<file path="src/sv/cbpf_pkg.sv">
// Shared types and constants for the covalent bond pair finder.
// Used by every module of the block; depends on nothing else.
package cbpf_pkg;

   localparam int MAX_ATOMS   = 64;
   localparam int COORD_W     = 20;
   localparam int RADIUS_W    = 10;
   localparam int FACTOR_W    = 12;
   localparam int FACTOR_FRAC = 8;
   localparam logic [FACTOR_W-1:0] FACTOR_RESET = 12'd333;

   localparam int IDX_W     = $clog2(MAX_ATOMS);
   localparam int COUNT_W   = $clog2(MAX_ATOMS + 1);
   localparam int OUT_IDX_W = 6;

   localparam int DIFF_W = COORD_W + 1;
   localparam int SQ_W   = 2 * DIFF_W;
   localparam int D2_W   = SQ_W + 2;
   localparam int RSUM_W = RADIUS_W + 1;
   localparam int T_W    = RSUM_W + FACTOR_W;
   localparam int T2_W   = 2 * T_W;
   localparam int CMP_W  = (D2_W + 2 * FACTOR_FRAC > T2_W) ?
                           (D2_W + 2 * FACTOR_FRAC) : T2_W;

   typedef struct packed {
      logic signed [COORD_W-1:0] x;
      logic signed [COORD_W-1:0] y;
      logic signed [COORD_W-1:0] z;
      logic [RADIUS_W-1:0]       r;
   } atom_type;

   // One comparison slot traveling down the distance pipeline.
   typedef struct packed {
      logic             vld;
      logic             cmp;
      logic [IDX_W-1:0] idx;
      logic [IDX_W-1:0] nidx;
      logic             fin;
   } tok_type;

   typedef struct packed {
      logic             vld;
      logic             hit;
      logic [IDX_W-1:0] eidx;
      logic [IDX_W-1:0] nidx;
      logic             fin;
   } res_type;

endpackage

</file>
<file path="src/sv/cbpf_emit.sv">
// Result stage: holds back one bonded pair so the final pair of an atom
// can be marked, and drives the output word register. Depends on cbpf_pkg.
module cbpf_emit (
   input  logic                           clock,
   input  logic                           reset,
   input  cbpf_pkg::res_type              res,
   input  logic                           rsp_stall,
   output logic                           rsp_valid,
   output logic [cbpf_pkg::OUT_IDX_W-1:0] rsp_earlier_index,
   output logic [cbpf_pkg::OUT_IDX_W-1:0] rsp_new_index,
   output logic                           rsp_last,
   output logic                           adv
);

   logic                       pend_vld_ff, pend_vld_in;
   logic [cbpf_pkg::IDX_W-1:0] pend_eidx_ff, pend_eidx_in, pend_nidx_ff, pend_nidx_in;
   logic                       rsp_valid_ff, rsp_valid_in;
   logic [cbpf_pkg::OUT_IDX_W-1:0] out_eidx_ff, out_eidx_in, out_nidx_ff, out_nidx_in;
   logic                       out_last_ff, out_last_in;

   always_comb begin
      // The whole scan freezes while a word sits stalled in the output register.
      adv          = !rsp_valid_ff || !rsp_stall;
      pend_vld_in  = pend_vld_ff;
      pend_eidx_in = pend_eidx_ff;
      pend_nidx_in = pend_nidx_ff;
      rsp_valid_in = rsp_valid_ff;
      out_eidx_in  = out_eidx_ff;
      out_nidx_in  = out_nidx_ff;
      out_last_in  = out_last_ff;

      if (adv) begin
         rsp_valid_in = 1'b0;
         out_eidx_in  = cbpf_pkg::OUT_IDX_W'(pend_eidx_ff);
         out_nidx_in  = cbpf_pkg::OUT_IDX_W'(pend_nidx_ff);
         if (res.vld && res.hit) begin
            rsp_valid_in = pend_vld_ff;
            out_last_in  = 1'b0;
            pend_vld_in  = 1'b1;
            pend_eidx_in = res.eidx;
            pend_nidx_in = res.nidx;
         end else if (res.vld && res.fin) begin
            rsp_valid_in = pend_vld_ff;
            out_last_in  = 1'b1;
            pend_vld_in  = 1'b0;
         end
      end
   end

   always_ff @(posedge clock) begin
      if (reset) begin
         pend_vld_ff  <= 1'b0;
         rsp_valid_ff <= 1'b0;
      end else begin
         pend_vld_ff  <= pend_vld_in;
         rsp_valid_ff <= rsp_valid_in;
      end
   end

   always_ff @(posedge clock) begin
      pend_eidx_ff <= pend_eidx_in;
      pend_nidx_ff <= pend_nidx_in;
      out_eidx_ff  <= out_eidx_in;
      out_nidx_ff  <= out_nidx_in;
      out_last_ff  <= out_last_in;
   end

   assign rsp_valid         = rsp_valid_ff;
   assign rsp_earlier_index = out_eidx_ff;
   assign rsp_new_index     = out_nidx_ff;
   assign rsp_last          = out_last_ff;

endmodule

</file>
<file path="config.mk">
export PLATFORM = sky130hd
export DESIGN_NAME = cbpf_emit
export DESIGN_NICKNAME = d
export VERILOG_FILES = /design/src/sv/cbpf_pkg.sv /design/src/sv/cbpf_emit.sv
export SDC_FILE = /design/constraint.sdc
export NUM_CORES = 1
export LEC_CHECK = 0
export BUFFER_PORTS_ARGS = -buffer_cell sky130_fd_sc_hd__buf_2
export CAP_MARGIN = 20
export CORE_MARGIN = 2
export CORE_UTILIZATION = 49
export DETAILED_ROUTE_END_ITERATION = 12
export GPL_ROUTABILITY_DRIVEN = 0
export PLACE_DENSITY = 0.76
export REMOVE_ABC_BUFFERS = 1
export SLEW_MARGIN = 20
export SYNTH_ARGS = -nofsm -noshare
export SYNTH_HDL_FRONTEND = slang
export SYNTH_SLANG_ARGS = --single-unit
</file>
<file path="constraint.sdc">
create_clock -name clock -period 3.85 [get_ports clock]
set_clock_uncertainty 0.1 [all_clocks]
set_input_delay 0.1925 -clock clock [delete_from_list [all_inputs] [get_ports clock]]
set_output_delay 0.1925 -clock clock [all_outputs]
set_load 0.05 [all_outputs]
</file>
==> flow_summary.yaml <==
outcome:
  run_status: "completed"
yosys:
  yosysWarnings: 0
  syn_area_per_cell_um2: 23.7
  synth-simple-area-share_pct: 1.46
  synth-adder-area-share_pct: 0
  synth_area_leader_cell: "edfxtp_1"
  synth_top_area_share_pct: 87.8
  synth_area_leaders: "edfxtp_1 (88%), dfxtp_1 (4.7%), nand2_2 (1.5%)"
  synthMuxAreaShare_pct: 0
  synth_top_family_by_area: "compound AO/OA/AOI/OAI gates"
  synth-seq-cells: 27
  synth_cell_types: 10
  synth_area_um2: 855
  syn_inst: 36
  synth-seq-area-share_pct: 92.5
  synth_xor_area_share_pct: 0
  synth_compound_area_share_pct: 5.56
timing:
  fin_crit_ns: 1.57
  timing.fmax_ghz: 0.638
  finalMaxSlewViolations: 0
  worstMarginPinSlew_ns: 0.666
  rsz0062_at_grt: "false"
  finalHoldViolCount: 0
  fin_setup_tns_ns: 0
  post-route-period-util_pct: 40.7
  setup_viol: 0
  maxSlewHeadroom_pct: 55.6
cts:
  cts_tree: "done"
  clock_sinks: 27
  clk_latency_ns: 0.31
  ctsResizeCount: 0
  post_cts_buffers: 0
  numCtsBuffers: 3
  clk_path_buf_depth: 2
  root_buffer: "clkbuf_4"
  clk_pin_slew_ns: 0.12
  holdBufCountCts: 13
  ctsHtreeMaxLevel: 1
power_and_ir_drop:
  powerDensity_nw_per_um2: 426
  p_sw_share_pct: 22.1
  combPwrFrac_pct: 11.9
  leakage_nw: 0.491
  internal_power_mw: 0.396
  seqPwrFrac_pct: 66.4
  p_switching_mw: 0.112
  vdd_ir_drop_max_mv: 0.251
  power_mw: 0.508
  p_clk_share_pct: 21.7
worst_setup_path:
  slowest_delay_ns: 0.36
  worst-path-buf-inv: 1
  start_kind: "register"
  cp.arrival_ns: 1.27
  path_delay_family: "flip-flops"
  crit_path_end_kind: "output port"
  path_class: "reg -> out"
  cp_max_fo: 16
  crit_slowest_cell: "dfxtp_1"
  crit_chain: "nand2_2 > buf_2"
  required_ns: 3.56
layout:
  nNetsFinal: 104
  num-fill-cells: 108
  stdcell_count: 102
  antenna_cells: 0
  syn2layout_area_growth_pct: 39.5
  drive_gt1_share_pct: 44.7
floorplanning:
  die_w_um: 45.8
  top_level_ports: 33
  rows: 15
  start_util_pct: 50.6
  dieArea_um2: 2090
  coreArea_um2: 1690
  dieHeight_um: 45.8
global_route:
  first_global_vias: 449
  grt_max_degree: 17
  grt_overflow: 0
  antenna_found_initial: 0
  grt_pass1_wl_um: 1810
  grtUsageTotal_pct: 13.2
placement:
  port_buffers: 32
  placedCellCount: 85
detailed_routing:
  vias: 490
  routed_wl_um: 1260
  first_iter_violations: 14
  dr.pass1.iters: 4
  routed_via_density: 4.80
  drc: 0
  avgRoutedWirePerCell_um: 12.3
  ant_nets: 0
job:
  max_cap_violations: 0
worst_hold_path:
  hp-class: "in -> reg"
[path summary, 6_finish.rpt]
| path | from | end | slack (ns) | depth (start not counted) |
|---|---|---|---|---|
| max | rsp_valid | adv | 2.28 | 2 |
| min | res[13] | rsp_last | 0.08 | 2 |
| max reg2reg | rsp_valid | pend_nidx_ff[3] | 2.48 | 1 |
| min reg2reg | pend_nidx_ff[2] | rsp_new_index[2] | 0.33 | 0 |
[flip-flops by register name (all words and copies together) (netlist names)]
signal and flops:
pend_nidx_ff 6, rsp_valid 1, rsp_new_index 6, pend_eidx_ff 6, rsp_earlier_index 6, pend_vld_ff 1, rsp_last 1
[cell usage after synthesis]
cell type / number
a31oi_1: 1
o21ba_1: 1
inv_1: 1
a21oi_1: 1
o211ai_1: 1
nand2_2: 2
a21oi_2: 1
edfxtp_1: 25
o211a_1: 1
dfxtp_1: 2
[through the flow]
stage | utilization [%] | cell area [µm²] | setup WS, ns | hold WS [ns]
after global routing | 70.6 | 1190 | 2.21 | 0.0691
final | 70.6 | 1190 | 2.28 | 0.0751
after detailed placement | 61.3 | 1040 | 2.49 | 0.270
after global placement | 61.3 | 1040 | 2.52 | 0.266
after floorplan | - | 855 | 2.13 | 0.162
after CTS | 70.6 | 1190 | 2.27 | 0.0649
[kinds of logic after synthesis]
family / after synthesis
buffers and inverters: 1
flip-flops: 27
AO/OA/AOI/OAI: 6
AND/OR/NAND/NOR: 2
[metal layers]
| metal | wire (µm) | vias to the layer above | track usage (%) |
|---|---|---|---|
| met4 | 14 | 0 | 6.86 |
| met1 | 510 | 228 | 15.9 |
| met5 | 0 | - | 0 |
| li1 | - | 243 | - |
| met3 | 42 | 2 | 3.57 |
| met2 | 691 | 17 | 21.7 |
[final cells by class]
cell class	count	area (µm²)	area share (%)
repair buffers	45	290	24.3
clock buffers	4	26.3	2.20
flip-flops and latches	27	791	66.3
multi-input cells	8	60.1	5.04
well taps	17	21.3	1.78
inverters	1	3.75	0.315
[layout by cell type, fill, tap and decap left out]
cell,synthesis,layout
a21oi_1,1,1
a21oi_2,1,1
a31oi_1,1,1
buf_2,0,32
clkbuf_1,0,1
clkbuf_4,0,3
dfxtp_1,2,2
dlygate4sd3_1,0,13
edfxtp_1,25,25
inv_1,1,1
nand2_2,2,2
o211a_1,1,1
o211ai_1,1,1
o21ba_1,1,1
[power groups by stage]
| stage | Sequential (mW) | Clock (mW) | Combinational (mW) |
|---|---|---|---|
| floorplan | 0.370 | 0 | 0.00643 |
| global placement | 0.344 | 0 | 0.0491 |
| detailed placement | 0.344 | 0 | 0.0501 |
| CTS | 0.338 | 0.116 | 0.0603 |
| global route | 0.339 | 0.124 | 0.0636 |
| finish | 0.338 | 0.110 | 0.0604 |
(Power assumes the default switching activity.)
