==> config.mk <==
export PLATFORM = sky130hd
export DESIGN_NAME = cbpf_dist
export DESIGN_NICKNAME = d
export VERILOG_FILES = /design/src/sv/cbpf_pkg.sv /design/src/sv/cbpf_dist.sv
export SDC_FILE = /design/constraint.sdc
export NUM_CORES = 2
export LEC_CHECK = 0
export BUFFER_PORTS_ARGS = -buffer_cell sky130_fd_sc_hd__buf_4
export CAP_MARGIN = 20
export CORE_ASPECT_RATIO = 1.4
export CORE_UTILIZATION = 67
export CTS_CLUSTER_DIAMETER = 200
export DETAILED_ROUTE_END_ITERATION = 8
export GPL_TIMING_DRIVEN = 1
export PLACE_DENSITY = 0.88
export SYNTH_ARGS = -nofsm -noshare
export SYNTH_HDL_FRONTEND = slang
export SYNTH_SLANG_ARGS = --single-unit
==> constraint.sdc <==
create_clock -name clock -period 13.81 [get_ports clock]
set_clock_uncertainty 0.05 [all_clocks]
set_input_delay 2.0715 -clock clock [delete_from_list [all_inputs] [get_ports clock]]
set_output_delay 2.0715 -clock clock [all_outputs]
set_load 0.02 [all_outputs]
==> src/sv/cbpf_pkg.sv <==
// Shared types and constants for the covalent bond pair finder.
// Used by every module of the block; depends on nothing else.
package cbpf_pkg;

   localparam int MAX_ATOMS   = 64;
   localparam int COORD_W     = 20;
   localparam int RADIUS_W    = 10;
   localparam int FACTOR_W    = 12;
   localparam int FACTOR_FRAC = 8;
   localparam logic [FACTOR_W-1:0] FACTOR_RESET = 12'd333;

   localparam int IDX_W     = $clog2(MAX_ATOMS);
   localparam int COUNT_W   = $clog2(MAX_ATOMS + 1);
   localparam int OUT_IDX_W = 6;

   localparam int DIFF_W = COORD_W + 1;
   localparam int SQ_W   = 2 * DIFF_W;
   localparam int D2_W   = SQ_W + 2;
   localparam int RSUM_W = RADIUS_W + 1;
   localparam int T_W    = RSUM_W + FACTOR_W;
   localparam int T2_W   = 2 * T_W;
   localparam int CMP_W  = (D2_W + 2 * FACTOR_FRAC > T2_W) ?
                           (D2_W + 2 * FACTOR_FRAC) : T2_W;

   typedef struct packed {
      logic signed [COORD_W-1:0] x;
      logic signed [COORD_W-1:0] y;
      logic signed [COORD_W-1:0] z;
      logic [RADIUS_W-1:0]       r;
   } atom_type;

   // One comparison slot traveling down the distance pipeline.
   typedef struct packed {
      logic             vld;
      logic             cmp;
      logic [IDX_W-1:0] idx;
      logic [IDX_W-1:0] nidx;
      logic             fin;
   } tok_type;

   typedef struct packed {
      logic             vld;
      logic             hit;
      logic [IDX_W-1:0] eidx;
      logic [IDX_W-1:0] nidx;
      logic             fin;
   } res_type;

endpackage

==> src/sv/cbpf_dist.sv <==
// Four-stage pipelined bond test between the new atom and the ring head.
// Depends on cbpf_pkg for atom, token and result types.
module cbpf_dist (
   input  logic                          clock,
   input  logic                          reset,
   input  logic                          adv,
   input  cbpf_pkg::tok_type             tok,
   input  cbpf_pkg::atom_type            new_atom,
   input  cbpf_pkg::atom_type            head,
   input  logic [cbpf_pkg::FACTOR_W-1:0] factor,
   output cbpf_pkg::res_type             res
);

   function automatic logic [cbpf_pkg::DIFF_W-1:0] abs_diff(
      input logic [cbpf_pkg::COORD_W-1:0] a,
      input logic [cbpf_pkg::COORD_W-1:0] b
   );
      logic [cbpf_pkg::DIFF_W-1:0] d;
      d = {a[cbpf_pkg::COORD_W-1], a} - {b[cbpf_pkg::COORD_W-1], b};
      return d[cbpf_pkg::DIFF_W-1] ? (~d + 1'b1) : d;
   endfunction

   cbpf_pkg::tok_type s1_tok_ff, s1_tok_in, s2_tok_ff, s2_tok_in, s3_tok_ff, s3_tok_in;
   cbpf_pkg::res_type res_ff, res_in;

   logic [cbpf_pkg::DIFF_W-1:0] s1_adx_ff, s1_adx_in, s1_ady_ff, s1_ady_in;
   logic [cbpf_pkg::DIFF_W-1:0] s1_adz_ff, s1_adz_in;
   logic [cbpf_pkg::RSUM_W-1:0] s1_rsum_ff, s1_rsum_in;
   logic [cbpf_pkg::SQ_W-1:0]   s2_sqx_ff, s2_sqx_in, s2_sqy_ff, s2_sqy_in;
   logic [cbpf_pkg::SQ_W-1:0]   s2_sqz_ff, s2_sqz_in;
   logic [cbpf_pkg::T_W-1:0]    s2_t_ff, s2_t_in;
   logic [cbpf_pkg::D2_W-1:0]   s3_d2_ff, s3_d2_in;
   logic [cbpf_pkg::T2_W-1:0]   s3_t2_ff, s3_t2_in;
   logic [cbpf_pkg::CMP_W-1:0]  lhs, rhs;

   always_comb begin
      s1_tok_in  = s1_tok_ff;
      s2_tok_in  = s2_tok_ff;
      s3_tok_in  = s3_tok_ff;
      res_in     = res_ff;
      s1_adx_in  = s1_adx_ff;
      s1_ady_in  = s1_ady_ff;
      s1_adz_in  = s1_adz_ff;
      s1_rsum_in = s1_rsum_ff;
      s2_sqx_in  = s2_sqx_ff;
      s2_sqy_in  = s2_sqy_ff;
      s2_sqz_in  = s2_sqz_ff;
      s2_t_in    = s2_t_ff;
      s3_d2_in   = s3_d2_ff;
      s3_t2_in   = s3_t2_ff;

      // The bond holds when d2 * 2^16 < t^2; this also rules out a zero threshold.
      lhs = cbpf_pkg::CMP_W'({s3_d2_ff, {(2 * cbpf_pkg::FACTOR_FRAC){1'b0}}});
      rhs = cbpf_pkg::CMP_W'(s3_t2_ff);

      if (adv) begin
         s1_tok_in  = tok;
         s1_adx_in  = abs_diff(new_atom.x, head.x);
         s1_ady_in  = abs_diff(new_atom.y, head.y);
         s1_adz_in  = abs_diff(new_atom.z, head.z);
         s1_rsum_in = cbpf_pkg::RSUM_W'(new_atom.r) + cbpf_pkg::RSUM_W'(head.r);

         s2_tok_in = s1_tok_ff;
         s2_sqx_in = cbpf_pkg::SQ_W'(s1_adx_ff) * cbpf_pkg::SQ_W'(s1_adx_ff);
         s2_sqy_in = cbpf_pkg::SQ_W'(s1_ady_ff) * cbpf_pkg::SQ_W'(s1_ady_ff);
         s2_sqz_in = cbpf_pkg::SQ_W'(s1_adz_ff) * cbpf_pkg::SQ_W'(s1_adz_ff);
         s2_t_in   = cbpf_pkg::T_W'(s1_rsum_ff) * cbpf_pkg::T_W'(factor);

         s3_tok_in = s2_tok_ff;
         s3_d2_in  = cbpf_pkg::D2_W'(s2_sqx_ff) + cbpf_pkg::D2_W'(s2_sqy_ff)
                   + cbpf_pkg::D2_W'(s2_sqz_ff);
         s3_t2_in  = cbpf_pkg::T2_W'(s2_t_ff) * cbpf_pkg::T2_W'(s2_t_ff);

         res_in.vld  = s3_tok_ff.vld;
         res_in.hit  = s3_tok_ff.vld && s3_tok_ff.cmp && (lhs < rhs);
         res_in.eidx = s3_tok_ff.idx;
         res_in.nidx = s3_tok_ff.nidx;
         res_in.fin  = s3_tok_ff.fin;
      end
   end

   always_ff @(posedge clock) begin
      if (reset) begin
         s1_tok_ff <= '0;
         s2_tok_ff <= '0;
         s3_tok_ff <= '0;
         res_ff    <= '0;
      end else begin
         s1_tok_ff <= s1_tok_in;
         s2_tok_ff <= s2_tok_in;
         s3_tok_ff <= s3_tok_in;
         res_ff    <= res_in;
      end
   end

   always_ff @(posedge clock) begin
      s1_adx_ff  <= s1_adx_in;
      s1_ady_ff  <= s1_ady_in;
      s1_adz_ff  <= s1_adz_in;
      s1_rsum_ff <= s1_rsum_in;
      s2_sqx_ff  <= s2_sqx_in;
      s2_sqy_ff  <= s2_sqy_in;
      s2_sqz_ff  <= s2_sqz_in;
      s2_t_ff    <= s2_t_in;
      s3_d2_ff   <= s3_d2_in;
      s3_t2_ff   <= s3_t2_in;
   end

   assign res = res_ff;

endmodule

==> out/summary.txt <==
GLOBAL ROUTING
---------------------------------------------------------------------------------
GRT Overall Usage                                                           32.8%
Maximum number of pins on one net before global-route repair                  149
Antenna violations before repair                                                1
Global-route wire length before repair                                 299,000 um
Sum of overflow across all layers after global routing                          0
Vias in the first global route                                             62,380

RUN
---------------------------------------------------------------------------------
Max cap viols                                                                   0

CLOCK NETWORK
---------------------------------------------------------------------------------
Post-CTS setup repair buffer count                                              0
Clock root cell                                                         clkbuf_16
Count of hold buffers inserted by post-cts repair                               0
TritonCTS clock tree                                                         done
Clock-pin slew on the worst setup and hold paths                            70 ps
Number of buffers on the longest clock path                                     3
CTS HTree Levels                                                                2
Clock latency on the worst-skew pair                                       640 ps
Num CTS Buffers                                                                42
Clock sinks                                                                   369
Number of gates given a new drive strength after cts                            0

STATUS
---------------------------------------------------------------------------------
Result of the run                                                    finished clean

MIN PATH
---------------------------------------------------------------------------------
Tightest Hold Check Type                                                  reg2reg
Count of cells along the worst hold path                                        2
Hold Crit Endpoint                                                   s3_tok_ff[1]
Startpoint of the worst hold path                                    s3_tok_ff[1]

ROUTING
---------------------------------------------------------------------------------
Average detailed-routed wire length per instance                          19.0 um
Via count of the routed design                                             55,083
DRC violation total after the first TritonRoute iteration                   3,612
Routed wire length                                                     180,000 um
Count of unresolved DRC violations after routing                                0
Via density per instance                                                     5.83
Number of optimization iterations in the first detailed-route pass              9
Antenna-violating nets left                                                     0

CRITICAL PATH
---------------------------------------------------------------------------------
Critical path fanouts, max                                                     21
Register-to-register setup slack                                          5020 ps
Worst path arrival time                                                   9130 ps
Cell count of the worst reg-to-reg path                                        24
Crit Path Class                                                           reg2reg
Worst r2r dst                                                        s3_t2_ff[43]
Critical R2R Launch                                                    s2_t_ff[7]
Beginning of the critical path                                         s2_t_ff[7]
Setup crit end kind                                                          flop
CP Data Required Time                                                   14,150 ps
Startpoint Class                                                             flop

YOSYS
---------------------------------------------------------------------------------
Distinct cells, synth                                                          82
Cell count after synthesis                                                  7,923
Average cell area after synthesis                                        9.61 um2
Prevailing post-synth register cell                                      edfxtp_1
Post-synthesis cell type with the largest combined area                      fa_1
Share of the synthesized area in the top cell type                          38.1%
Cell types with the largest area share after synthesis               fa_1 (38%), ha_1 (14%), edfxtp_1 (12%)
Share of the yosys chip area belonging to registers                         13.8%
Number of synthesis warnings                                                    0
Async set or reset register ratio after synthesis                              0%
Post-synthesis cell area                                               76,100 um2
#FFs+latches synth                                                            369
Number of synthesized flops with an enable pin                                309

FLOORPLAN
---------------------------------------------------------------------------------
Starting utilization of the core area                                       67.9%
Top-Level Pins                                                                185
X dimension of the die                                                     287 um
Placeable core area                                                   112,000 um2
Std-Cell Rows                                                                 145
Area enclosed by the die boundary                                     115,000 um2
DIE HEIGHT                                                                 401 um

TIMING
---------------------------------------------------------------------------------
Setup repair after global routing missed its margin                            no
Clock period minus worst slack                                            8790 ps
Slew of the pin with the lowest slew margin                               1180 ps
Hold Fails Final Rpt                                                            0
Achievable frequency                                                      114 MHz
Max-slew violation total from the final report                                  0
Final sum of negative setup slack                                            0 ps
Final setup vio count                                                           0
Worst rel slew slack                                                        21.5%
Final Cycle Share                                                           63.6%

LAYOUT
---------------------------------------------------------------------------------
Final net count                                                            10,406
Fraction of final layout cells sized beyond drive strength 1                4.00%
# diodes                                                                        0
Area added between synthesis and finish                                     5.11%
Sequential cell area in the final layout                               10,500 um2
Layout filler cell count                                                    7,624
Multi-input gate area in the final layout                              57,100 um2

PLACED DESIGN
---------------------------------------------------------------------------------
Detail Placement HPWL                                                  146,000 um
RePlAce Congestion                                                          0.987
Number of buffer cells added on primary ports                                 184

==> critical path, cell delays in order, from the launching register on <==
cell and delay [ps]:
edfxtp_1 1040, inv_1 340, nor2_1 390, inv_1 110, fa_1 510, inv_1 60, fa_1 490, fa_1 490
fa_1 460, fa_1 490, fa_1 490, inv_1 50, fa_1 480, inv_1 40, ha_1 240, a2111oi_0 430
o221ai_1 220, a221oi_1 500, o211ai_1 150, o21ai_0 420, o21ai_0 230, o41ai_2 390, o21bai_1 150, a21oi_1 230
xnor2_1 90
==> logic make-up (layout without fill, tap and decap cells) <==
logic type                 after synthesis  after routing  share of synthesized area, %
adders and majority gates             2290           2290                          51.9
buffers and inverters                 2260           2315                          11.2
and+or+nand+nor                       1733           1733                          10.9
AOI/OAI and AO/OA                      851            851                          7.22
DFF                                    369            369                          13.8
xor gates and xnor gates               344            344                          3.96
muxes                                   75             75                          1.00
other                                    1              3                       0.00493
==> worst max-delay path by stage <==
stage	slack [ps]	end	cells past startpoint
CTS	5230	s3_t2_ff[43]	24
global placement	5590	s3_t2_ff[45]	24
detailed placement	5290	s3_t2_ff[43]	24
finish	5020	s3_t2_ff[43]	24
global route	4740	s3_t2_ff[43]	24
floorplan	6410	s2_sqx_ff[33]	25
==> state kept, by name, summed over array words and instances, names as in the netlist <==
name,cells
s3_t2_ff,45
s3_d2_ff,44
s2_sqx_ff,41
s2_sqy_ff,41
s2_sqz_ff,41
s2_t_ff,23
s1_adx_ff,21
s1_ady_ff,21
s1_adz_ff,21
res,15
s1_tok_ff,15
s2_tok_ff,15
s3_tok_ff,15
s1_rsum_ff,11
==> metal layers <==
metal / up-vias / global-route usage [%] / wire length [um]
met5: - / 0 / 0
met4: 0 / 22.9 / 15000
met3: 968 / 4.95 / 11000
met2: 2316 / 60.1 / 95900
met1: 27446 / 33.8 / 58100
li1: 24353 / - / -
==> cells in the final DEF (no fill, tap or decap), drive strengths merged, types with 64 or more instances in the layout <==
master	n
xor2	113
buf	204
and2	420
inv	2042
nand2	681
ha	840
a21o	132
a21oi	271
nor2	322
fa	1450
edfxtp	309
o21ai	150
mux2i	64
xnor2	231
==> final cells by class <==
cell class                      instances  area share [%]
Clock inverter                         27           0.263
Clock buffer                           51            1.42
Tap cell                             1470            2.30
Inverter                             2033            9.54
Multi-Input combinational cell       5296            71.4
Sequential cell                       369            13.1
Timing Repair Buffer                  204            1.94
==> stage by stage <==
stage | cells | setup WS [ps] | hold slack [ps] | instance area [um2] | utilization [%]
2_1_floorplan | 7925 | 6410 | 402 | 76100 | -
3_3_place_gp | 9372 | 5590 | 415 | 78700 | 70.1
3_5_place_dp | 9372 | 5290 | 428 | 78700 | 70.1
4_1_cts | 9450 | 5230 | 446 | 80000 | 71.4
5_1_grt | 9450 | 4740 | 478 | 80000 | 71.4
6_report | 9450 | 5020 | 446 | 80000 | 71.4
==> cell usage after synthesis (all sizes together), types with 13 or more instances <==
master,n
inv,2033
fa,1450
ha,840
nand2,681
and2,420
nor2,322
edfxtp,309
a21oi,271
xnor2,231
clkbuf,213
o21ai,150
a21o,132
xor2,113
mux2i,64
dfxtp,60
nor2b,51
nand3,50
o21a,44
nor3,41
o21bai,34
nand2b,33
nand4,33
a211oi,28
a31oi,26
and3,23
o211ai,21
or2,19
nor4,16
o31ai,16
a21boi,15
a221oi,15
a41oi,15
buf,14
o31a,13
Power is left out: the tool's default activity adds up to more than one toggle a clock period on the data nets, which glitch-free logic cannot reach.
