`config.mk`:
```
export PLATFORM = sky130hd
export DESIGN_NAME = cbpf_cell
export DESIGN_NICKNAME = d
export VERILOG_FILES = /design/src/sv/cbpf_pkg.sv /design/src/sv/cbpf_cell.sv
export SDC_FILE = /design/constraint.sdc
export NUM_CORES = 1
export LEC_CHECK = 0
export BUFFER_PORTS_ARGS = -buffer_cell sky130_fd_sc_hd__buf_2
export CAP_MARGIN = 20
export CORE_ASPECT_RATIO = 1.1
export CORE_MARGIN = 5
export CORE_UTILIZATION = 35
export DETAILED_ROUTE_END_ITERATION = 6
export PLACE_DENSITY = 0.8
export SYNTH_ARGS = -nofsm -noshare
export SYNTH_HDL_FRONTEND = slang
export SYNTH_SLANG_ARGS = --single-unit
```
`constraint.sdc`:
```
create_clock -name clock -period 1 [get_ports clock]
set_input_delay 0.05 -clock clock [delete_from_list [all_inputs] [get_ports clock]]
set_output_delay 0.05 -clock clock [all_outputs]
set_load 0.02 [all_outputs]
```
`src/sv/cbpf_pkg.sv`:
```
// Shared types and constants for the covalent bond pair finder.
// Used by every module of the block; depends on nothing else.
package cbpf_pkg;

   localparam int MAX_ATOMS   = 64;
   localparam int COORD_W     = 20;
   localparam int RADIUS_W    = 10;
   localparam int FACTOR_W    = 12;
   localparam int FACTOR_FRAC = 8;
   localparam logic [FACTOR_W-1:0] FACTOR_RESET = 12'd333;

   localparam int IDX_W     = $clog2(MAX_ATOMS);
   localparam int COUNT_W   = $clog2(MAX_ATOMS + 1);
   localparam int OUT_IDX_W = 6;

   localparam int DIFF_W = COORD_W + 1;
   localparam int SQ_W   = 2 * DIFF_W;
   localparam int D2_W   = SQ_W + 2;
   localparam int RSUM_W = RADIUS_W + 1;
   localparam int T_W    = RSUM_W + FACTOR_W;
   localparam int T2_W   = 2 * T_W;
   localparam int CMP_W  = (D2_W + 2 * FACTOR_FRAC > T2_W) ?
                           (D2_W + 2 * FACTOR_FRAC) : T2_W;

   typedef struct packed {
      logic signed [COORD_W-1:0] x;
      logic signed [COORD_W-1:0] y;
      logic signed [COORD_W-1:0] z;
      logic [RADIUS_W-1:0]       r;
   } atom_type;

   // One comparison slot traveling down the distance pipeline.
   typedef struct packed {
      logic             vld;
      logic             cmp;
      logic [IDX_W-1:0] idx;
      logic [IDX_W-1:0] nidx;
      logic             fin;
   } tok_type;

   typedef struct packed {
      logic             vld;
      logic             hit;
      logic [IDX_W-1:0] eidx;
      logic [IDX_W-1:0] nidx;
      logic             fin;
   } res_type;

endpackage

```
`src/sv/cbpf_cell.sv`:
```
// One cell of the circulating atom ring: holds a single stored atom.
// Depends on cbpf_pkg for the atom type.
module cbpf_cell (
   input  logic               clock,
   input  logic               shift_en,
   input  logic               insert,
   input  cbpf_pkg::atom_type new_atom,
   input  cbpf_pkg::atom_type prev_atom,
   output cbpf_pkg::atom_type atom
);

   cbpf_pkg::atom_type atom_ff;
   cbpf_pkg::atom_type atom_in;

   always_comb begin
      atom_in = atom_ff;
      if (shift_en) begin
         atom_in = insert ? new_atom : prev_atom;
      end
   end

   always_ff @(posedge clock) begin
      atom_ff <= atom_in;
   end

   assign atom = atom_ff;

endmodule

```
==> results.json, run 1 <==
{
  "outcome": "finished, final reports clean",
  "ys_warn_count": 0,
  "cts_tree": "yes",
  "ys_seq_area_share_pct": 63.61,
  "post_cts_buffers": 0,
  "drv_slew": 0,
  "synthAdderAreaFrac_pct": 0,
  "synth-simple-area-share_pct": 0,
  "fmax_mhz": 1047,
  "syn2layout_area_growth_pct": 62.55,
  "grt_usage_pct": 16.06,
  "synthesis.instances": 148,
  "grt_max_degree": 42,
  "worst-path-max-fanout": 1,
  "drt_iter0_drc": 60,
  "vdd_drop_max_mv": 0.7608,
  "slew_headroom_pct": 85.39,
  "crit_slowest_cell": "edfxtp_1",
  "p_leak_uw": 0.002543,
  "place_hpwl_um": 6304,
  "crit_path_end_kind": "primary output",
  "max_stage_delay_ns": 0.40,
  "die_y_um": 111.9,
  "coreArea_um2": 9305,
  "die-area_um2": 11490,
  "hp-class": "primary input to register",
  "grt_overflow": 0,
  "fill_cells": 708,
  "antenna_found_initial": 0,
  "required_ns": 0.95,
  "cts-root-buf": "clkbuf_8",
  "crit_buf_inv": 1,
  "worst-slew-pin-transition_ns": 0.2192,
  "num_vias": 2512,
  "io_buffer_count": 212,
  "numCtsBuffers": 9,
  "synth_top_family_by_area": "multiplexers",
  "syn_avg_cell_area_um2": 22.33,
  "fin_crit_sh_pct": 95.53,
  "synth_cell_types": 4,
  "worstPathArrival_ns": 0.91,
  "largest_register_ffs": 70,
  "drive_gt1_share_pct": 67.19,
  "setup_viol": 0,
  "fin_nets": 589,
  "synth_xor_area_share_pct": 0,
  "cp_cell_sequence": "buf_2",
  "start_util_pct": 35.51,
  "pre_cts_ws_ns": -0.02195,
  "ant_nets": 0,
  "synth_mux_area_share_pct": 31.81,
  "path_class": "register to primary output",
  "dpl_cell_area_um2": 4473,
  "antenna_cells": 0,
  "rows": 37,
  "viasPerCell": 4.446,
  "place_congestion": 0.7612,
  "grt_pass1_wl_um": 13860,
  "critPathTopFamily": "flip-flops",
  "drtPass1Iterations": 4,
  "synth_compound_area_share_pct": 0,
  "start_kind": "register",
  "setup_slack_ns": 0.04471,
  "num_io_pins": 213,
  "power.density_nw_per_um2": 1326,
  "detail_route.wl_per_cell_um": 16.58,
  "clk_path_buf_depth": 2,
  "cts_num_sinks": 70,
  "synth_area_um2": 3304,
  "drc_errors": 0,
  "totalWireLength_um": 9369,
  "grt_pass1_vias": 2812,
  "period_needed_ns": 0.9553,
  "finalHoldViolations": 0,
  "die_width_um": 102.6,
  "syn_nets": 291,
  "cap_violations": 0,
  "rsz0062_at_grt": "true",
  "clk_pin_slew_ns": 0.07,
  "synth_seq_cells": 70,
  "cts.htree.levels": 3,
  "design_area_um2": 5371
}
## power breakdown
group | switching (uW) | leakage [uW] | internal (uW)
registers | 64.9 | 0.000685 | 3550
clock network | 964 | 0.0000757 | 832
logic | 783 | 0.00178 | 930
total | 1810 | 0.00254 | 5310
## path summary, 6_finish.rpt
path / start / endpoint / slack [ns] / cells past startpoint
setup / recovery: atom[26] / atom[26] / 0.04 / 1
hold / removal: prev_atom[32] / atom[32] / 0.02 / 2
## kinds of logic (layout without fill, tap and decap cells)
logic type,after synthesis,count (layout)
mux,70,70
flops,70,70
buf+inv,8,308
## metrics by stage
step                instances  setup TNS [ns]  hold WS, ns  total power (uW)  util, %
finish                    565               0      0.01949              7120    57.72
global route              565     -0.00008304    0.0006037              7440    57.72
CTS                       550               0   0.00004191              7136    56.04
detailed placement        477         -0.2806       0.3532              5157    48.07
global placement          477      -0.0004489       0.3505              5114    48.07
floorplan                 148               0       0.1625              4528        -
## Yosys cell counts
cell type	number	area (um2)
buf_12	7	140.1
buf_6	1	11.26
edfxtp_1	70	2102
mux2_4	70	1051
## placed cells by master (no fill, tap or decap)
cell type,synthesis,final
buf_2,0,210
dlygate4sd3_1,0,75
edfxtp_1,70,70
mux2_4,70,70
buf_12,7,4
buf_6,1,1
clkbuf_8,0,9
buf_4,0,5
clkinv_1,0,2
clkinv_2,0,2
## area by class of cell
class / instances / area (um2) / share of cell area, %
repair buffers: 295 / 1931 / 35.94
clock buffers: 9 / 123.9 / 2.306
multi-input cells: 70 / 1051 / 19.57
clock inverters: 4 / 17.52 / 0.3261
well taps: 117 / 146.4 / 2.725
flip-flops and latches: 70 / 2102 / 39.13
## metal layers
layer	part of all wire, %	global-route usage [%]	vias to the layer above	wire, um
met5	0	0	-	0
met3	10	7.143	39	961
li1	-	-	1175	-
met1	30	13.93	1152	2823
met2	54	29.63	146	5103
met4	5.1	8.749	0	480
## repair_timing
item,CTS,global route
hold buffers,60,15
hold endpoints to repair,40,13
gates resized for setup,0,3
endpoints found under the setup margin,0,1
Power figures use the tool's default switching activity.
==> inputs of run 2 (changes only) <==
--- a/config.mk
+++ b/config.mk
@@ -12,6 +12,8 @@
 export CORE_UTILIZATION = 35
 export DETAILED_ROUTE_END_ITERATION = 6
 export PLACE_DENSITY = 0.8
+export RECOVER_POWER = 100
+export SETUP_SLACK_MARGIN = 0.02
 export SYNTH_ARGS = -nofsm -noshare
 export SYNTH_HDL_FRONTEND = slang
 export SYNTH_SLANG_ARGS = --single-unit
==> constraint.sdc (replaced) <==
create_clock -name clock -period 1 [get_ports clock]
set_input_delay 0.3 -clock clock [delete_from_list [all_inputs] [get_ports clock]]
set_output_delay 0.3 -clock clock [all_outputs]
set_load 0.02 [all_outputs]
==> results.json, run 2 (same netlist as run 1, synthesis figures left out) <==
{
  "outcome": "finished with violations",
  "violations": "negative setup slack",
  "start_kind": "register",
  "coreArea_um2": 9305,
  "detail_route.wl_per_cell_um": 16.16,
  "place_inst": 474,
  "postCtsHoldBufs": 0,
  "path_class": "register to primary output",
  "worst-slew-pin-transition_ns": 0.5378,
  "viasPerCell": 4.424,
  "cap_violations": 0,
  "seq_area_um2": 2102,
  "required_ns": 0.70,
  "slew_headroom_pct": 64.15,
  "grt_pass1_wl_um": 11450,
  "cp_cell_sequence": "buf_6",
  "drc_errors": 0,
  "num_io_pins": 213,
  "drtPass1Iterations": 6,
  "clk_pin_slew_ns": 0.08,
  "fin_crit_sh_pct": 120.5,
  "totalWireLength_um": 7918,
  "die_width_um": 102.6,
  "syn2layout_area_growth_pct": 51.15,
  "seqPwrFrac_pct": 45.6,
  "antenna_found_initial": 0,
  "grt_overflow": 0,
  "rsz0062_at_grt": "true",
  "p_switching_uw": 1890,
  "combPwrFrac_pct": 20.7,
  "swShare_pct": 23.54,
  "p_int_uw": 6140,
  "hold_ws_ns": 0.2590,
  "fmax_mhz": 830.1,
  "crit_path_end_kind": "primary output",
  "largest_register_ffs": 70,
  "cts_num_sinks": 70,
  "numCtsBuffers": 9,
  "critPathTopFamily": "flip-flops",
  "drive_gt1_share_pct": 80.70,
  "vdd_drop_max_mv": 0.7577,
  "die-area_um2": 11490,
  "p_leak_uw": 0.002354,
  "finalHoldViolations": 0,
  "grt_pass1_vias": 2411,
  "num_vias": 2168,
  "fin_nets": 511,
  "start_util_pct": 35.51,
  "setup_slack_ns": -0.2046,
  "cts.htree.levels": 3,
  "cts-root-buf": "clkbuf_8",
  "setup_viol": 126,
  "cts_tree": "yes",
  "worstPathArrival_ns": 0.90,
  "power.density_nw_per_um2": 1608,
  "fin_util_pct": 53.68,
  "period_needed_ns": 1.205,
  "io_buffer_count": 212,
  "place_congestion": 0.7083,
  "drv_slew": 0,
  "ant_nets": 0,
  "die_y_um": 111.9,
  "layoutNonFillerInstCount": 490,
  "hold_depth": 2,
  "clk_path_buf_depth": 2,
  "cp_num_cells": 1,
  "multi_input_area_um2": 1047,
  "max_stage_delay_ns": 0.42,
  "place_hpwl_um": 6205,
  "worst-path-max-fanout": 1,
  "rows": 37,
  "grt_usage_pct": 13.06,
  "crit_slowest_cell": "edfxtp_1",
  "hp-class": "primary input to register",
  "grt_max_degree": 42,
  "clkPwrFrac_pct": 33.6,
  "fill_cells": 751,
  "antenna_cells": 0,
  "crit_buf_inv": 1,
  "final_common_cell": "buf_2",
  "final_cell_mix": "buf_2, edfxtp_1, mux2_4",
  "drt_iter0_drc": 26
}
-- run 2: path summary, 6_finish.rpt --
| kind | from | to | slack (ns) |
|---|---|---|---|
| worst min-delay path | prev_atom[41] | atom[41] | 0.26 |
| worst max-delay path | atom[42] | atom[42] | -0.20 |
-- run 2: area by class of cell --
type                    count  area share, %
clock buffers               9          2.480
well taps                 117          2.931
flip-flops and latches     70          42.08
repair buffers            217          29.28
clock inverters             7          2.255
multi-input cells          70          20.97
-- run 2: metal layers --
layer  wire length, um  share of wire (%)  global-route usage [%]
met1              2500                 32                   13.29
met2              4400                 56                   23.69
met3               821                 10                   3.509
met4               196                2.5                   6.824
met5                 0                  0                       0
-- run 2: power groups by stage --
stage,Combinational [uW],Clock (uW),Sequential [uW]
finish,1670,2700,3670
global route,1760,2890,3690
CTS,1570,2780,3630
detailed placement,1470,0,3670
global placement,1430,0,3670
floorplan,496,0,4040
-- run 2: through the flow --
step / cell area (um2) / setup TNS [ns] / setup slack [ns] / power [uW]
after detailed placement: 4451 / -19.50 / -0.3035 / 5144
final: 4995 / -12.16 / -0.2046 / 8030
after floorplan: 3313 / -8.048 / -0.1150 / 4533
after global routing: 4995 / -16.19 / -0.2467 / 8342
after CTS: 4825 / -13.28 / -0.2323 / 7977
after global placement: 4451 / -17.58 / -0.2768 / 5097
-- run 2: what timing repair did --
item / CTS / global route
hold endpoints to repair: 0 / 0
cloned: 0 / 0
gates resized for setup: 44 / 70
setup buffers: 0 / 0
endpoints found under the setup margin: 70 / 70
==> inputs of run 3 (changes only) <==
--- a/config.mk
+++ b/config.mk
@@ -10,6 +10,7 @@
 export CORE_ASPECT_RATIO = 1.1
 export CORE_MARGIN = 5
 export CORE_UTILIZATION = 35
+export CTS_BUF_LIST = sky130_fd_sc_hd__clkbuf_16
 export DETAILED_ROUTE_END_ITERATION = 6
 export PLACE_DENSITY = 0.8
 export RECOVER_POWER = 100
==> results.json, run 3 (same netlist as run 1, synthesis figures left out) <==
{
  "period_needed_ns": 1.188,
  "final_cell_mix": "buf_2, edfxtp_1, mux2_4",
  "p_int_uw": 6927,
  "viasPerCell": 4.457,
  "postCtsHoldBufs": 0,
  "hp-class": "primary input to register",
  "grt_pass1_vias": 2425,
  "clkPwrFrac_pct": 40.1,
  "antenna_cells": 0,
  "detail_route.wl_per_cell_um": 16.41,
  "io_buffer_count": 212,
  "p_switching_uw": 2000,
  "cp-startpoint": "atom[39]",
  "grt_overflow": 0,
  "antenna_found_initial": 0,
  "fill_cells": 741,
  "post_cts_buffers": 0,
  "required_ns": 0.70,
  "grt_use_met3_pct": 3.509,
  "cts_tree": "yes",
  "grt_pass1_wl_um": 11610,
  "worstPathArrival_ns": 0.89,
  "slew_headroom_pct": 64.51,
  "totalWireLength_um": 8040,
  "final_common_cell": "buf_2",
  "critPathTopFamily": "flip-flops",
  "syn2layout_area_growth_pct": 54.49,
  "crit_path_end_kind": "primary output",
  "cp_num_cells": 1,
  "fin_nets": 511,
  "violations": "negative setup slack",
  "outcome": "finished with violations",
  "start_util_pct": 35.51,
  "fin_tns_setup_ns": -10.62,
  "worst-slew-pin-transition_ns": 0.5323,
  "busiest_layer": "met2",
  "coreArea_um2": 9305,
  "drtPass1Iterations": 4,
  "setup_viol": 101,
  "num_io_pins": 213,
  "fmax_mhz": 841.6,
  "crit_end": "atom[39]",
  "cp_cell_sequence": "buf_6",
  "swShare_pct": 22.40,
  "design_area_um2": 5105,
  "place_inst": 474,
  "place_hpwl_um": 6205,
  "rsz0062_at_grt": "true",
  "cts_num_sinks": 70,
  "drv_slew": 0,
  "clk_path_buf_depth": 2,
  "die-area_um2": 11490,
  "grt_usage_pct": 13.22,
  "die_width_um": 102.6,
  "finalHoldViolations": 0,
  "setup_slack_ns": -0.1883,
  "largest_register_ffs": 70,
  "p_leak_uw": 0.002403,
  "clk_pin_slew_ns": 0.06,
  "power.density_nw_per_um2": 1749,
  "use_met1_pct": 13.52,
  "p_total_uw": 8926,
  "rows": 37,
  "cap_violations": 0,
  "crit_buf_inv": 1,
  "grtUsageMet2_pct": 23.99,
  "fin_crit_sh_pct": 118.8,
  "numCtsBuffers": 9,
  "drc_errors": 0,
  "fin_util_pct": 54.86,
  "drt_iter0_drc": 36,
  "die_y_um": 111.9,
  "max_stage_delay_ns": 0.41,
  "dpl_cell_area_um2": 4451,
  "num_vias": 2184,
  "cts-root-buf": "clkbuf_16",
  "drive_gt1_share_pct": 80.70,
  "path_class": "register to primary output",
  "ant_nets": 0,
  "seqPwrFrac_pct": 41.1,
  "cts.htree.levels": 3,
  "vdd_drop_max_mv": 0.8438,
  "place_congestion": 0.7083,
  "hp-start": "prev_atom[16]",
  "worst-path-max-fanout": 1,
  "start_kind": "register",
  "combPwrFrac_pct": 18.7,
  "crit_slowest_cell": "edfxtp_1",
  "layoutNonFillerInstCount": 490,
  "grt_max_degree": 42
}
[run 3: cell types whose count changed in the layout (fill, tap and decap cells not counted)]
| cell | delta |
|---|---|
| buf_12 | +1 |
| buf_6 | -1 |
| clkbuf_16 | +9 |
| clkbuf_8 | -9 |
[run 3: how the worst min path moves through the flow]
stage / end / depth (start not counted) / slack, ns
finish: atom[16] / 2 / 0.27
global route: atom[14] / 2 / 0.26
CTS: atom[14] / 2 / 0.26
detailed placement: atom[54] / 2 / 0.60
global placement: atom[35] / 2 / 0.60
floorplan: atom[0] / 0 / 0.41
[run 3: what timing repair did]
item / in CTS / in global routing
endpoints found under the setup margin: 70 / 70
resized for setup: 46 / 68
hold endpoints to repair: 0 / 0
gates cloned: 0 / 0
[run 3: through the flow]
step | hold slack [ns] | setup WS [ns]
CTS | 0.2587 | -0.2159
floorplan | 0.4125 | -0.1150
finish | 0.2741 | -0.1883
global route | 0.2607 | -0.2180
detailed placement | 0.6031 | -0.3035
global placement | 0.5995 | -0.2768
[run 3: power by group through the flow]
stage               registers, uW  clock network [uW]  logic, uW
finish                       3670                3580       1670
floorplan                    4040                   0        496
CTS                          3640                3670       1570
detailed placement           3670                   0       1470
global route                 3700                3790       1770
global placement             3670                   0       1430
[run 3: metal layers]
metal	up-vias	wire, um
li1	1020	-
met1	1024	2575
met2	124	4447
met3	16	838
met4	0	178
met5	-	0
[run 3: cell type report]
cell class / count / area, um2 / share of cell area (%)
Tap cell: 117 / 146.4 / 2.868
Clock inverter: 7 / 112.6 / 2.206
Timing Repair Buffer: 217 / 1471 / 28.82
Sequential cell: 70 / 2102 / 41.18
Clock buffer: 9 / 225.2 / 4.412
Multi-Input combinational cell: 70 / 1047 / 20.51
